**config.mk**
```make
export PLATFORM = sky130hd
export DESIGN_NAME = bmorph_emit
export DESIGN_NICKNAME = d
export VERILOG_FILES = /design/src/bmorph_pkg.sv /design/src/bmorph_emit.sv
export SDC_FILE = /design/constraint.sdc
export NUM_CORES = 1
export LEC_CHECK = 0
export ABC_AREA = 1
export BUFFER_PORTS_ARGS = -buffer_cell sky130_fd_sc_hd__buf_4
export CORE_UTILIZATION = 46
export DETAILED_ROUTE_END_ITERATION = 10
export GPL_ROUTABILITY_DRIVEN = 0
export MAX_ROUTING_LAYER = met4
export PLACE_DENSITY = 0.8
export SYNTH_ARGS = -nofsm -noshare
export SYNTH_HDL_FRONTEND = slang
export SYNTH_SLANG_ARGS = --single-unit
```
**constraint.sdc**
```tcl
create_clock -name clk -period 1.35 [get_ports clk]
set_input_delay 0.27 -clock clk [delete_from_list [all_inputs] [get_ports clk]]
set_output_delay 0.27 -clock clk [all_outputs]
set_load 0.05 [all_outputs]
```
**src/bmorph_pkg.sv**
```systemverilog
package bmorph_pkg;

    // sizes
    localparam int MAX_WIDTH_DEF = 1024;
    localparam int COORD_W       = 10;
    localparam int DIM_W         = 11;
    localparam int CH_W          = 8;
    localparam int PIX_W         = 3 * CH_W;
    localparam int LINE_W        = 2 * PIX_W;
    localparam int MASK_W        = 9;
    localparam int LIM_W         = 10;
    localparam int NUM_RES       = 4;
    localparam int SEL_W         = $clog2(NUM_RES);

    // stream and config port widths
    localparam int S_DATA_W   = 24;
    localparam int M_DATA_W   = 48;
    localparam int CFG_IDX_W  = 3;
    localparam int CFG_DATA_W = 11;

    // register indexes
    localparam logic [CFG_IDX_W-1:0] REG_MODE   = 3'd0;
    localparam logic [CFG_IDX_W-1:0] REG_MASK   = 3'd1;
    localparam logic [CFG_IDX_W-1:0] REG_THRESH = 3'd2;
    localparam logic [CFG_IDX_W-1:0] REG_WIDTH  = 3'd3;
    localparam logic [CFG_IDX_W-1:0] REG_HEIGHT = 3'd4;

    // reset values
    localparam int THRESH_RST_I = 200;
    localparam logic [MASK_W-1:0] MASK_RST   = 9'd186;
    localparam logic [LIM_W-1:0]  FG_LIM_RST = LIM_W'(3 * THRESH_RST_I + 3);
    localparam logic [DIM_W-1:0]  WIDTH_RST  = 11'd640;
    localparam logic [DIM_W-1:0]  HEIGHT_RST = 11'd480;

    // frame size limits
    localparam logic [DIM_W-1:0] DIM_MIN    = 11'd3;
    localparam logic [DIM_W-1:0] HEIGHT_MAX = 11'd1024;

    localparam logic [PIX_W-1:0] PIX_WHITE = {PIX_W{1'b1}};
    localparam logic [PIX_W-1:0] PIX_BLACK = {PIX_W{1'b0}};

    // pixel word: blue in the top byte, red in the bottom byte
    typedef struct packed {
        logic [COORD_W-1:0] row;
        logic [COORD_W-1:0] col;
        logic [PIX_W-1:0]   pix;
    } res_t;

    typedef struct packed {
        logic [COORD_W-1:0] row;
        logic [COORD_W-1:0] col;
        logic [PIX_W-1:0]   pix;
        logic [COORD_W-1:0] w_last;
        logic [COORD_W-1:0] h_last;
    } item_t;

    typedef struct packed {
        logic              dilate;
        logic [MASK_W-1:0] mask;
        logic [LIM_W-1:0]  fg_lim;
    } kcfg_t;

endpackage

```
**src/bmorph_emit.sv**
```systemverilog
module bmorph_emit (
    input  logic                                       clk,
    input  logic                                       rst_n,
    input  logic                                       load,
    input  bmorph_pkg::res_t [bmorph_pkg::NUM_RES-1:0] res_in,
    input  logic [bmorph_pkg::NUM_RES-1:0]             vld_in,
    output logic                                       free,
    output logic                                       out_valid,
    input  logic                                       out_ready,
    output logic                                       out_last,
    output bmorph_pkg::res_t                           out_res
);
    import bmorph_pkg::*;

    logic [NUM_RES-1:0] vld_reg;
    res_t [NUM_RES-1:0] res_reg;
    logic [SEL_W-1:0]   sel;
    logic               single, hs;

    // lowest pending slot goes first
    always_comb
    begin
        sel = '0;
        for (int k = NUM_RES - 1; k >= 0; k--)
        begin
            if (vld_reg[k])
            begin
                sel = SEL_W'(k);
            end
        end
    end

    assign single    = (vld_reg != '0) && ((vld_reg & (vld_reg - 1'b1)) == '0);
    assign out_valid = (vld_reg != '0);
    assign out_last  = single;
    assign out_res   = res_reg[sel];
    assign hs        = out_valid && out_ready;
    assign free      = (vld_reg == '0) || (single && out_ready);

    always_ff @(posedge clk or negedge rst_n)
    begin
        if (!rst_n)
        begin
            vld_reg <= '0;
        end
        else if (load)
        begin
            vld_reg <= vld_in;
        end
        else if (hs)
        begin
            vld_reg[sel] <= 1'b0;
        end
    end

    always_ff @(posedge clk)
    begin
        if (load)
        begin
            res_reg <= res_in;
        end
    end

endmodule

```
==> metrics.txt <==
status complete, but fails checks; failing checks negative setup slack; antenna cell count 0; total routed wirelength approximately 22 mm; most common cell in the synthesized netlist nand3_1; GRT Total Usage between 20% and 30%; number of enable flip-flop cells after synthesis 176; Synth Instances between 600 and 700; Post-Syn Area 7590 µm²; pre-CTS setup slack -0.388 ns; FP Rows 46; reg2reg end vld_reg[0]; RSZ-0062 raised after global routing yes; Clk Latency, worst-skew pair 0.43 ns; hold path endpoint res_reg[31]; post-route ant nets 0; Min-Delay Path Depth 1; Reg clk slew, reported paths roughly 0.07 ns; Primary FF master, synth edfxtp_1; Sw Pwr 4.90 mW; combinational fraction of design power approximately 30%; Starting Density between 40% and 50%; dpl cells between 1000 and 1500; total power approximately 16 mW; Worst IR Drop VDD 1050 µV; DR DRC count 0; Starting DRT DRC Count 370; Worst-Margin Slew about 0.28 ns; CTS tree done; worst path required time 1.08 ns; initial antenna violation count 0; first-pass GRT wire length slightly above 30 mm; max FFs per register about 180; Finish-stage setup viols 48; H-tree Lvls 4; worst-path cell chain nor2_4 > buf_12 > buf_16 > nand3_1 > nand2_1 > inv_2 > nand2_4 > buf_8; period utilisation layout 157%; core area 16000 µm²; Worst Setup Start Kind flop; TritonRoute pass-1 iters 5; layout cell share with drive strength beyond 1 between 40% and 50%; max incr delay on CP around 0.43 ns; cell count of the worst reg-to-reg path 8; die height ~130 µm; maximum number of pins on one net before global-route repair 49; CTS buffer count 17; CP arrival approximately 1.8 ns; clk sinks 180; top cells by area, synth edfxtp_1 (70%), nand3_1 (12%), nand2_1 (7.4%); Yosys reg bits 180; P_leak roughly 5.3 nW; hold_ws around 0.015 ns; worst clock skew roughly 0.0011 ns; fmax 473 MHz; Clock Tree Buf Depth 2; FF-to-FF setup slack -0.03 ns; DP HPWL 12.8 mm; CP Buf/Inv Count 4; Congestion Overflow GR 0; min-delay src res_in[31]; Die W approximately 130 µm; max-slew violations 0; Post-synth top cells nand3_1 (180), edfxtp_1 (176), nand2_1 (149); critical path's slowest cell dfrtp_1; top cell type's share of synthesized area 69.6%; area leader, netlist edfxtp_1; R2R Path Start vld_reg[1]; CTS root buf clkbuf_16; I/O Buffers 230; Crit. End Element output port; vias around 6000; critical-path maximum fanout 13; Internal 11.0 mW; via/cell ratio slightly above 5; Clock power frac about 27%; total of max-cap violations 0; Final nets roughly 1100; Crit Path Class reg -> out; Synth Warn # 0; worst hold path type in -> reg; Area Overhead vs Synth 52.5%; Yosys cell types 15; PnR worst setup slack -0.764 ns; part of the power in registers ~43%; vias in the first global route 6059; PD cells approximately 1400 nW/µm²; async set-or-reset flop fraction in the synthesized netlist between 2 and 2.5%; wire length per cell around 19 µm; Rel. slew slack around 82%; sw frac 30.9%; syn_nets between 800 and 900; die area approximately 17000 µm²; syn_area_per_cell 11.0 µm²; post-synthesis sequential area ratio between 70% and 80%; # IOs 231; Final min period 2.11 ns; Crit path max-delay family buffers and inverters; Final Hold Viols 0; Finished Layout Cells approximately 1200
-- layout by cell type, fill, tap and decap left out, types with 3 or more instances in the layout --
master         Yosys  layout
nand2_8            0       3
inv_1            137     116
dlygate4sd3_1      0       4
buf_16             0       5
nand2_1          149      97
buf_6              0      10
clkbuf_1           1       6
buf_12             0      15
nand3_1          180     149
clkbuf_16          0      23
buf_4              1     192
clkinv_2           0       3
nand3_2            0      30
edfxtp_1         176     176
nand2_2            2       5
nand2_4            0      46
buf_8              0      41
inv_2              4      24
-- repair_timing --
action	in CTS	in global routing
cloned	3	6
endpoints found under the hold margin	7	0
setup buffers	3	0
gates resized for setup	106	53
hold buffers	4	0
pin swaps	2	1
setup endpoints to repair	48	48
-- cell type report --
class	instances	area (µm²)
sequential	180	5390
inverter	141	533
multi-input combinational	336	2090
clock buffer	23	448
fill	1059	4420
timing repair buffer	273	2800
clock inverter	9	56.3
tap	216	270
-- power by group through the flow --
stage / combinational [mW] / sequential [mW] / clock (mW)
floorplan: 2.35 / 6.84 / 0
global placement: 3.74 / 6.85 / 0
detailed placement: 3.81 / 6.87 / 0
CTS: 4.46 / 6.75 / 4.39
global route: 5.01 / 6.80 / 4.57
finish: 4.75 / 6.76 / 4.34
-- worst max path at each step --
| stage | start | to | slack, ns | depth (start not counted) |
|---|---|---|---|---|
| global placement | vld_reg[2] | out_res[7] | -0.35 | 9 |
| floorplan | vld_reg[0] | out_last | -0.18 | 6 |
| detailed placement | vld_reg[2] | out_res[4] | -0.39 | 9 |
| CTS | vld_reg[1] | out_res[42] | -0.77 | 8 |
| global route | vld_reg[1] | out_res[15] | -0.84 | 8 |
| finish | vld_reg[1] | out_res[37] | -0.76 | 8 |
-- cell families (layout without fill, tap and decap cells) --
logic type | after synthesis | count (layout) | share of synthesized area [%]
compound gates | 3 | 3 | 0.264
buf+inv | 176 | 446 | 9.23
flops | 180 | 180 | 70.9
simple gates | 333 | 333 | 19.6
-- through the flow --
| stage | setup TNS, ns | area, µm² | util [%] |
|---|---|---|---|
| 6_report | -34.17 | 11600 | 72.4 |
| 5_1_grt | -37.54 | 11600 | 72.4 |
| 4_1_cts | -33.76 | 11300 | 70.3 |
| 3_5_place_dp | -16.46 | 10200 | 63.8 |
| 3_3_place_gp | -15.10 | 10200 | 63.8 |
| 2_1_floorplan | -7.43 | 8000 | - |
-- routing by layer --
layer / GRT usage, % / routed length (µm) / share of wire [%]
met1: 27.4 / 7980 / 36
met2: 43.8 / 11800 / 54
met3: 7.61 / 1800 / 8.2
met4: 9.33 / 392 / 1.8
met5: - / 0 / 0
(Power assumes the default switching activity.)
