[config.mk]
export PLATFORM = sky130hd
export DESIGN_NAME = bmorph_kernel
export DESIGN_NICKNAME = d
export VERILOG_FILES = /design/src/bmorph_pkg.sv /design/src/bmorph_kernel.sv
export SDC_FILE = /design/constraint.sdc
export NUM_CORES = 1
export LEC_CHECK = 0
export BUFFER_PORTS_ARGS = -buffer_cell sky130_fd_sc_hd__buf_4
export CAP_MARGIN = 0
export CELL_PAD_IN_SITES_DETAIL_PLACEMENT = 0
export CELL_PAD_IN_SITES_GLOBAL_PLACEMENT = 1
export CORE_ASPECT_RATIO = 0.7
export CORE_MARGIN = 2
export CORE_UTILIZATION = 42
export CTS_CLUSTER_DIAMETER = 150
export DETAILED_ROUTE_END_ITERATION = 12
export GPL_ROUTABILITY_DRIVEN = 0
export HOLD_SLACK_MARGIN = 0.08
export PLACE_DENSITY_LB_ADDON = 0.08
export SLEW_MARGIN = 20
export SYNTH_ARGS = -nofsm -noshare
export SYNTH_HDL_FRONTEND = slang
export SYNTH_SLANG_ARGS = --single-unit
[constraint.sdc]
create_clock -name clk -period 8.2 [get_ports clk]
set_input_delay 1.64 -clock clk [delete_from_list [all_inputs] [get_ports clk]]
set_output_delay 1.64 -clock clk [all_outputs]
set_load 0.03 [all_outputs]
[src/bmorph_pkg.sv]
package bmorph_pkg;

    // sizes
    localparam int MAX_WIDTH_DEF = 1024;
    localparam int COORD_W       = 10;
    localparam int DIM_W         = 11;
    localparam int CH_W          = 8;
    localparam int PIX_W         = 3 * CH_W;
    localparam int LINE_W        = 2 * PIX_W;
    localparam int MASK_W        = 9;
    localparam int LIM_W         = 10;
    localparam int NUM_RES       = 4;
    localparam int SEL_W         = $clog2(NUM_RES);

    // stream and config port widths
    localparam int S_DATA_W   = 24;
    localparam int M_DATA_W   = 48;
    localparam int CFG_IDX_W  = 3;
    localparam int CFG_DATA_W = 11;

    // register indexes
    localparam logic [CFG_IDX_W-1:0] REG_MODE   = 3'd0;
    localparam logic [CFG_IDX_W-1:0] REG_MASK   = 3'd1;
    localparam logic [CFG_IDX_W-1:0] REG_THRESH = 3'd2;
    localparam logic [CFG_IDX_W-1:0] REG_WIDTH  = 3'd3;
    localparam logic [CFG_IDX_W-1:0] REG_HEIGHT = 3'd4;

    // reset values
    localparam int THRESH_RST_I = 200;
    localparam logic [MASK_W-1:0] MASK_RST   = 9'd186;
    localparam logic [LIM_W-1:0]  FG_LIM_RST = LIM_W'(3 * THRESH_RST_I + 3);
    localparam logic [DIM_W-1:0]  WIDTH_RST  = 11'd640;
    localparam logic [DIM_W-1:0]  HEIGHT_RST = 11'd480;

    // frame size limits
    localparam logic [DIM_W-1:0] DIM_MIN    = 11'd3;
    localparam logic [DIM_W-1:0] HEIGHT_MAX = 11'd1024;

    localparam logic [PIX_W-1:0] PIX_WHITE = {PIX_W{1'b1}};
    localparam logic [PIX_W-1:0] PIX_BLACK = {PIX_W{1'b0}};

    // pixel word: blue in the top byte, red in the bottom byte
    typedef struct packed {
        logic [COORD_W-1:0] row;
        logic [COORD_W-1:0] col;
        logic [PIX_W-1:0]   pix;
    } res_t;

    typedef struct packed {
        logic [COORD_W-1:0] row;
        logic [COORD_W-1:0] col;
        logic [PIX_W-1:0]   pix;
        logic [COORD_W-1:0] w_last;
        logic [COORD_W-1:0] h_last;
    } item_t;

    typedef struct packed {
        logic              dilate;
        logic [MASK_W-1:0] mask;
        logic [LIM_W-1:0]  fg_lim;
    } kcfg_t;

endpackage

[src/bmorph_kernel.sv]
module bmorph_kernel (
    input  logic                                       clk,
    input  logic                                       rst_n,
    input  logic                                       adv,
    input  bmorph_pkg::item_t                          item,
    input  bmorph_pkg::kcfg_t                          cfg,
    input  logic [bmorph_pkg::LINE_W-1:0]              line_rd,
    output bmorph_pkg::res_t [bmorph_pkg::NUM_RES-1:0] res,
    output logic [bmorph_pkg::NUM_RES-1:0]             res_vld
);
    import bmorph_pkg::*;

    logic [PIX_W-1:0] win_reg [2][3];
    logic [PIX_W-1:0] cur [3];
    logic [MASK_W-1:0] fg;
    logic [PIX_W-1:0] p;
    logic [LIM_W-1:0] sum;
    logic all_fg, any_fg, r_ge1, c_ge1, core;
    logic [COORD_W-1:0] rm1, cm1;
    logic [PIX_W-1:0] val;

    assign cur[0] = line_rd[LINE_W-1:PIX_W];
    assign cur[1] = line_rd[PIX_W-1:0];
    assign cur[2] = item.pix;

    // foreground: floor(sum/3) > thr  <=>  sum >= 3*thr+3
    always_comb
    begin
        fg = '0;
        p  = '0;
        sum = '0;
        for (int i = 0; i < 3; i++)
        begin
            for (int j = 0; j < 3; j++)
            begin
                p = (j == 2) ? cur[i] : win_reg[j][i];
                sum = LIM_W'(p[23:16]) + LIM_W'(p[15:8]) + LIM_W'(p[7:0]);
                fg[i*3+j] = (sum >= cfg.fg_lim);
            end
        end
    end

    assign all_fg = &(fg | ~cfg.mask);
    assign any_fg = |(fg & cfg.mask);

    assign r_ge1 = (item.row != '0);
    assign c_ge1 = (item.col != '0);
    assign rm1   = item.row - 1'b1;
    assign cm1   = item.col - 1'b1;
    assign core  = (item.row >= COORD_W'(2)) && (item.col >= COORD_W'(2));

    always_comb
    begin
        val = win_reg[1][1];
        if (core)
        begin
            if (cfg.dilate)
            begin
                val = any_fg ? PIX_WHITE : PIX_BLACK;
            end
            else
            begin
                val = all_fg ? win_reg[1][1] : PIX_BLACK;
            end
        end
    end

    always_comb
    begin
        res_vld[0] = r_ge1 && c_ge1;
        res[0]     = '{row: rm1, col: cm1, pix: val};
        res_vld[1] = r_ge1 && (item.col == item.w_last);
        res[1]     = '{row: rm1, col: item.w_last, pix: cur[1]};
        res_vld[2] = (item.row == item.h_last) && c_ge1;
        res[2]     = '{row: item.h_last, col: cm1, pix: win_reg[1][2]};
        res_vld[3] = (item.row == item.h_last) && (item.col == item.w_last);
        res[3]     = '{row: item.h_last, col: item.w_last, pix: item.pix};
    end

    // two window columns behind the incoming one
    always_ff @(posedge clk or negedge rst_n)
    begin
        if (!rst_n)
        begin
            for (int j = 0; j < 2; j++)
            begin
                for (int i = 0; i < 3; i++)
                begin
                    win_reg[j][i] <= '0;
                end
            end
        end
        else if (adv)
        begin
            for (int i = 0; i < 3; i++)
            begin
                win_reg[0][i] <= win_reg[1][i];
                win_reg[1][i] <= cur[i];
            end
        end
    end

endmodule

==> impl_metrics.yaml, run 1 <==
timing:
  setup_repair_after_global_routing_missed_its_margin: "false"
  timing.slew.headroom_pct: 29.3
  tns_ps: 0
  max_clock_freq_mhz: 128
  finalHoldViolCount: 0
  final_number_of_max_transition_violations: 0
  timing.final.crit_period_ps: 7790
  fin_skew_ps: 7.82
  finalSetupViolCount: 0
  fin_crit_sh_pct: 95.0
  max_slew.worst_pin.slew_ps: 1060
detailed_routing:
  route.vias.total: 9529
  drtPass1Iterations: 5
  post_drt_via_cell_ratio: 4.89
  wirelength_met1_um: 18600
  remaining_drc_errors: 0
  detail_route.iter0.violations: 524
  route.detailed.wl_per_inst_um: 18.3
  detailroute.wirelength.met2_um: 15600
  drt-total-wl_um: 35800
  antenna_violating_nets_remaining: 0
  route.met3.wl_um: 1330
  route.top_layer_used: "met4"
die:
  initial_core_util_pct: 42.5
  core-area_sq_um: 31000
  floorplan.io_pins: 315
  row_count: 54
  die_width_um: 216
  floorplan.die_area_sq_um: 32800
  die_h_um: 152
status:
  run_status: "finished clean"
grt:
  grt_pass1_wl_um: 56000
  global_route.overflow_total: 0
  grt_antenna_before_repair: 1
  first_global_vias: 9690
  groute.usage.overall_pct: 22.2
  grt_max_degree: 102
synth:
  synthFlopType: "dfrtp_1"
  synth.lib_cells_used.distinct: 53
  synth_nets: 1708
  synthesized_instance_count: 1335
  total_of_warnings_raised_by_yosys: 0
  synthArstFlopShare_pct: 100
  synth_seq_area_share_pct: 27.4
  synth_area_per_cell_sq_um: 9.86
  synth_enable_flop_cells: 0
  syn_area_sq_um: 13200
  ys_seq_elements: 144
clock_tree:
  clk_latency_ps: 440
  cts_num_sinks: 144
  numCtsBuffers: 17
  path_clk_slew_ps: 60
  cts.path.max_buffers: 2
  postCtsHoldBufs: 0
  tritoncts: "yes"
  cts_max_level: 4
  clock-root-buffer: "clkbuf_16"
worst_setup_path:
  worst_ep_arrival_time_ps: 6150
  reg2reg_from: "win_reg[34]"
  endpoint: "res[5]"
  reg2reg_to: "win_reg[34]"
  ff2ff_path_depth: 2
  timing.critical_path.to_type: "output pin"
  critPathLaunchType: "input port"
  startpoint: "line_rd[1]"
  reg2reg_slack_ps: 7230
  cp_cell_sequence: "buf_4 > inv_1 > fa_1 > inv_1 > ha_1 > inv_1 > fa_1 > nor2b_1 > o21ai_0 > a21boi_0 > o21ai_0 > nand2b_1 > xor2_1 > ha_1 > nand4_1 > a211oi_1 > a2111o_1 > nor3b_1 > a2111oi_2 > a31oi_4 > o21ai_2 > buf_4"
  required_time_at_the_worst_slack_endpoint_ps: 6560
  critical_path_peak_fanout: 12
  critical_path.slowest_cell: "a2111oi_2"
  cp_common_cell: "inv_1"
  timing_worst_setup_path_type: "in2out"
  critPathMaxStageDelay_ps: 640
layout:
  drive_gt1_share_pct: 31.0
  layout_common_cells: "buf_4, inv_1, ha_1"
  postLayoutCoreUtil_pct: 50.4
  final_nets: 1888
  layout_commonest_cell: "buf_4"
  largest_reg_flops: 120
  area_growth_syn_to_layout_pct: 18.8
placed_design:
  count_of_port_buffers_added_during_placement: 314
  place_hpwl_um: 29000
hold_path:
  hold_path.class: "reg2reg"
job:
  max-cap-violations: 0
pwr:
  static_leakage_power_uw: 0.00771
  power.density_nw_per_um2: 249
  peakVddDrop_v: 0.000146
[how the worst min path moves through the flow]
stage	startpoint	endpoint	slack [ps]	cells after the start
floorplan	win_reg[31]	win_reg[103]	450	2
global placement	win_reg[57]	win_reg[129]	460	2
detailed placement	win_reg[57]	win_reg[129]	470	2
CTS	win_reg[57]	win_reg[129]	480	2
global route	win_reg[57]	win_reg[129]	520	2
finish	win_reg[57]	win_reg[129]	480	2
[metrics by stage]
step	power [uW]	hold slack (ps)	std cells	instance area [sq um]	worst slack, ps
2_1_floorplan	2460	450	1335	13200	1190
3_3_place_gp	3030	464	1915	15000	425
3_5_place_dp	3060	468	1915	15000	334
4_1_cts	3910	485	1947	15600	282
5_1_grt	4230	517	1949	15600	42.9
6_report	3890	485	1949	15600	410
[metal layers]
layer,GRT usage (%),up-vias
met2,32.9,153
met3,3.99,19
met5,0,-
met1,34.1,4648
li1,-,4709
met4,3.84,0
[repair_timing]
action | 4_1_cts | 5_1_grt
setup buffers | 0 | 0
resized for setup | 0 | 3
setup endpoints to repair | 0 | 24
[report_power, final]
group | internal, uW | total (uW) | switching, uW
sequential | 793 | 870 | 77.1
clock | 496 | 832 | 336
combinational | 934 | 2190 | 1250
[critical path, delay by kind of cell]
kind	cells	cell delay, ps
xor+xnor	1	80
simple gates	4	470
buf+inv	5	460
fa+ha+maj	4	1350
compound gates	8	2130
[Yosys cell counts, types with 22 or more instances]
library cell  number  area, sq um
ha_1             157         1960
nand2_1           93          349
buf_4            132          991
o21ai_0           95          475
inv_1            167          627
nor2_1            44          165
xor2_1            38          333
xnor2_1           44          385
fa_1              81         1620
mux2_2            90         1010
clkbuf_1          22         82.6
dfrtp_1          144         3600
a21oi_1           65          325
[final cells by class]
| type | count | area [sq um] |
|---|---|---|
| multi-input cells | 866 | 7860 |
| diodes | 1 | 2.50 |
| clock buffers | 19 | 453 |
| fillers | 2991 | 15400 |
| clock inverters | 13 | 160 |
| inverters | 167 | 627 |
| flip-flops and latches | 144 | 3600 |
| repair buffers | 319 | 2400 |
| well taps | 420 | 526 |
[cell families (layout without fill, tap and decap cells)]
family / after synthesis / count (layout) / share of synthesized area, %
other: 0 / 1 / 0
buffers and inverters: 326 / 518 / 13.3
flip-flops: 144 / 144 / 27.4
multiplexers: 90 / 90 / 7.70
adder cells (fa/ha/maj): 238 / 238 / 27.2
XOR/XNOR: 82 / 82 / 5.46
AO/OA/AOI/OAI: 252 / 253 / 12.0
AND/OR/NAND/NOR: 203 / 203 / 6.97
No activity file was read; power rests on OpenSTA's default activity.
==> run 2, diff against run 1 <==
BUFFER_PORTS_ARGS = -buffer_cell sky130_fd_sc_hd__buf_2   (was -buffer_cell sky130_fd_sc_hd__buf_4)
CORE_MARGIN = 1   (was 2)
==> run 2 against run 1 <==
Net effect: utilization shrank 1.9 points; register-to-register slack gained 50 ps; combinational power shrank 5%; critical path depth grew 1; worst setup slack gained 120 ps; flip-flop and latch count is the same; non-clock buffer count is the same; largest power group unchanged; sequential power is essentially flat; wire length shrank 4.4%; global-route usage shrank 0.28 points; clock skew shrank 1.1 ps; first-iteration DRC count shrank 6.1%.
==> impl_metrics.yaml, run 2 (same netlist as run 1, synthesis figures left out) <==
status:
  run_status: "finished clean"
grt:
  grt_antenna_before_repair: 0
  grt_pass1_wl_um: 52300
  first_global_vias: 9324
  grt_max_degree: 122
  groute.usage.overall_pct: 21.9
  global_route.overflow_total: 0
clock_tree:
  tritoncts: "yes"
  numCtsBuffers: 17
  postCtsHoldBufs: 0
  cts_setup_buffers: 0
  cts_resized: 0
  path_clk_slew_ps: 60
  cts.path.max_buffers: 2
  cts_num_sinks: 144
  cts_max_level: 4
  clk_latency_ps: 450
  clock-root-buffer: "clkbuf_16"
timing:
  setup_ws_ps: 534
  finalSetupViolCount: 0
  tns_ps: 0
  max_clock_freq_mhz: 130
  fin_crit_sh_pct: 93.5
  timing.final.crit_period_ps: 7670
  finalHoldViolCount: 0
  final_number_of_max_transition_violations: 0
  fin_skew_ps: 6.72
  setup_repair_after_global_routing_missed_its_margin: "false"
  timing.slew.headroom_pct: 33.8
  max_slew.worst_pin.slew_ps: 993
pwr:
  power.density_nw_per_um2: 251
  static_leakage_power_uw: 0.00742
  peakVddDrop_v: 0.000132
layout:
  final_nets: 1887
  filler_cell_count: 2948
  antenna_cells: 0
  ff_latch_area_sq_um: 3600
  area_growth_syn_to_layout_pct: 12.2
  layout_commonest_cell: "buf_2"
  layout_common_cells: "buf_2, inv_1, ha_1"
  postLayoutCoreUtil_pct: 48.5
  multi_input_comb_area_sq_um: 7810
  drive_gt1_share_pct: 30.8
  largest_reg_flops: 120
die:
  die_width_um: 214
  initial_core_util_pct: 43.3
  core-area_sq_um: 30400
  floorplan.io_pins: 315
  floorplan.die_area_sq_um: 32100
  die_h_um: 150
  row_count: 53
worst_setup_path:
  critPathLaunchType: "input port"
  reg2reg_slack_ps: 7280
  critical_path_peak_fanout: 24
  worst_ep_arrival_time_ps: 6030
  required_time_at_the_worst_slack_endpoint_ps: 6560
  timing.critical_path.to_type: "output pin"
  timing_worst_setup_path_type: "in2out"
placed_design:
  count_of_port_buffers_added_during_placement: 314
  pre_cts_slack_ps: 560
  place_hpwl_um: 27500
job:
  max-cap-violations: 0
detailed_routing:
  post_drt_via_cell_ratio: 4.94
  detail_route.iter0.violations: 492
  drt-total-wl_um: 34200
  antenna_violating_nets_remaining: 0
  drtPass1Iterations: 5
  route.vias.total: 9569
  remaining_drc_errors: 0
  route.detailed.wl_per_inst_um: 17.6
hold_path:
  hold_path.class: "reg2reg"
==> run 2: critical path: stages <==
cell	delay (ps)
buf_2	110
inv_1	60
fa_1	460
inv_1	100
ha_1	180
inv_1	60
fa_1	390
nor2b_1	120
o21ai_0	100
a21boi_0	250
o21ai_0	120
nand2b_1	120
xor2_1	160
ha_1	270
a21oi_2	140
nor2_1	60
a2111o_1	380
o21ai_2	150
o2111ai_2	170
o311ai_4	290
buf_4	370
o21ai_1	110
buf_2	190
==> run 2: path summary, 6_finish.rpt <==
kind                        startpoint            to  cells after the start
setup reg to reg           win_reg[32]  win_reg[104]                      1
max in group asynchronous        rst_n   win_reg[51]                      3
hold reg to reg            win_reg[65]  win_reg[137]                      2
hold / removal             win_reg[65]  win_reg[137]                      2
setup / recovery            line_rd[1]        res[2]                     23
min in group asynchronous        rst_n  win_reg[113]                      1
==> run 2: cell type report <==
class | instances | area share, %
clock buffer | 18 | 2.97
clock inverter | 14 | 0.898
inverter | 167 | 4.24
multi-input combinational | 865 | 52.9
sequential | 144 | 24.4
tap | 412 | 3.49
timing repair buffer | 319 | 11.1
==> run 2: power by group <==
| group | switching (uW) | internal [uW] | total [uW] |
|---|---|---|---|
| clock network | 346 | 429 | 775 |
| logic | 1230 | 844 | 2070 |
| registers | 77.4 | 793 | 871 |
==> run 2: stage by stage <==
stage	std cells	cell area (sq um)	total power, uW	hold WS, ps
after detailed placement	1906	14200	2950	468
after global placement	1906	14200	2940	463
after floorplan	1335	13200	2460	450
final	1939	14800	3720	485
after global routing	1939	14800	4040	517
after CTS	1938	14700	3750	485
==> run 2: routing by layer <==
metal / up-vias / share of wire [%] / GRT usage (%)
li1: 4733 / - / -
met1: 4651 / 54 / 34.4
met2: 168 / 42 / 30.9
met3: 17 / 3.9 / 3.80
met4: 0 / 0.77 / 4.89
met5: - / 0 / 0
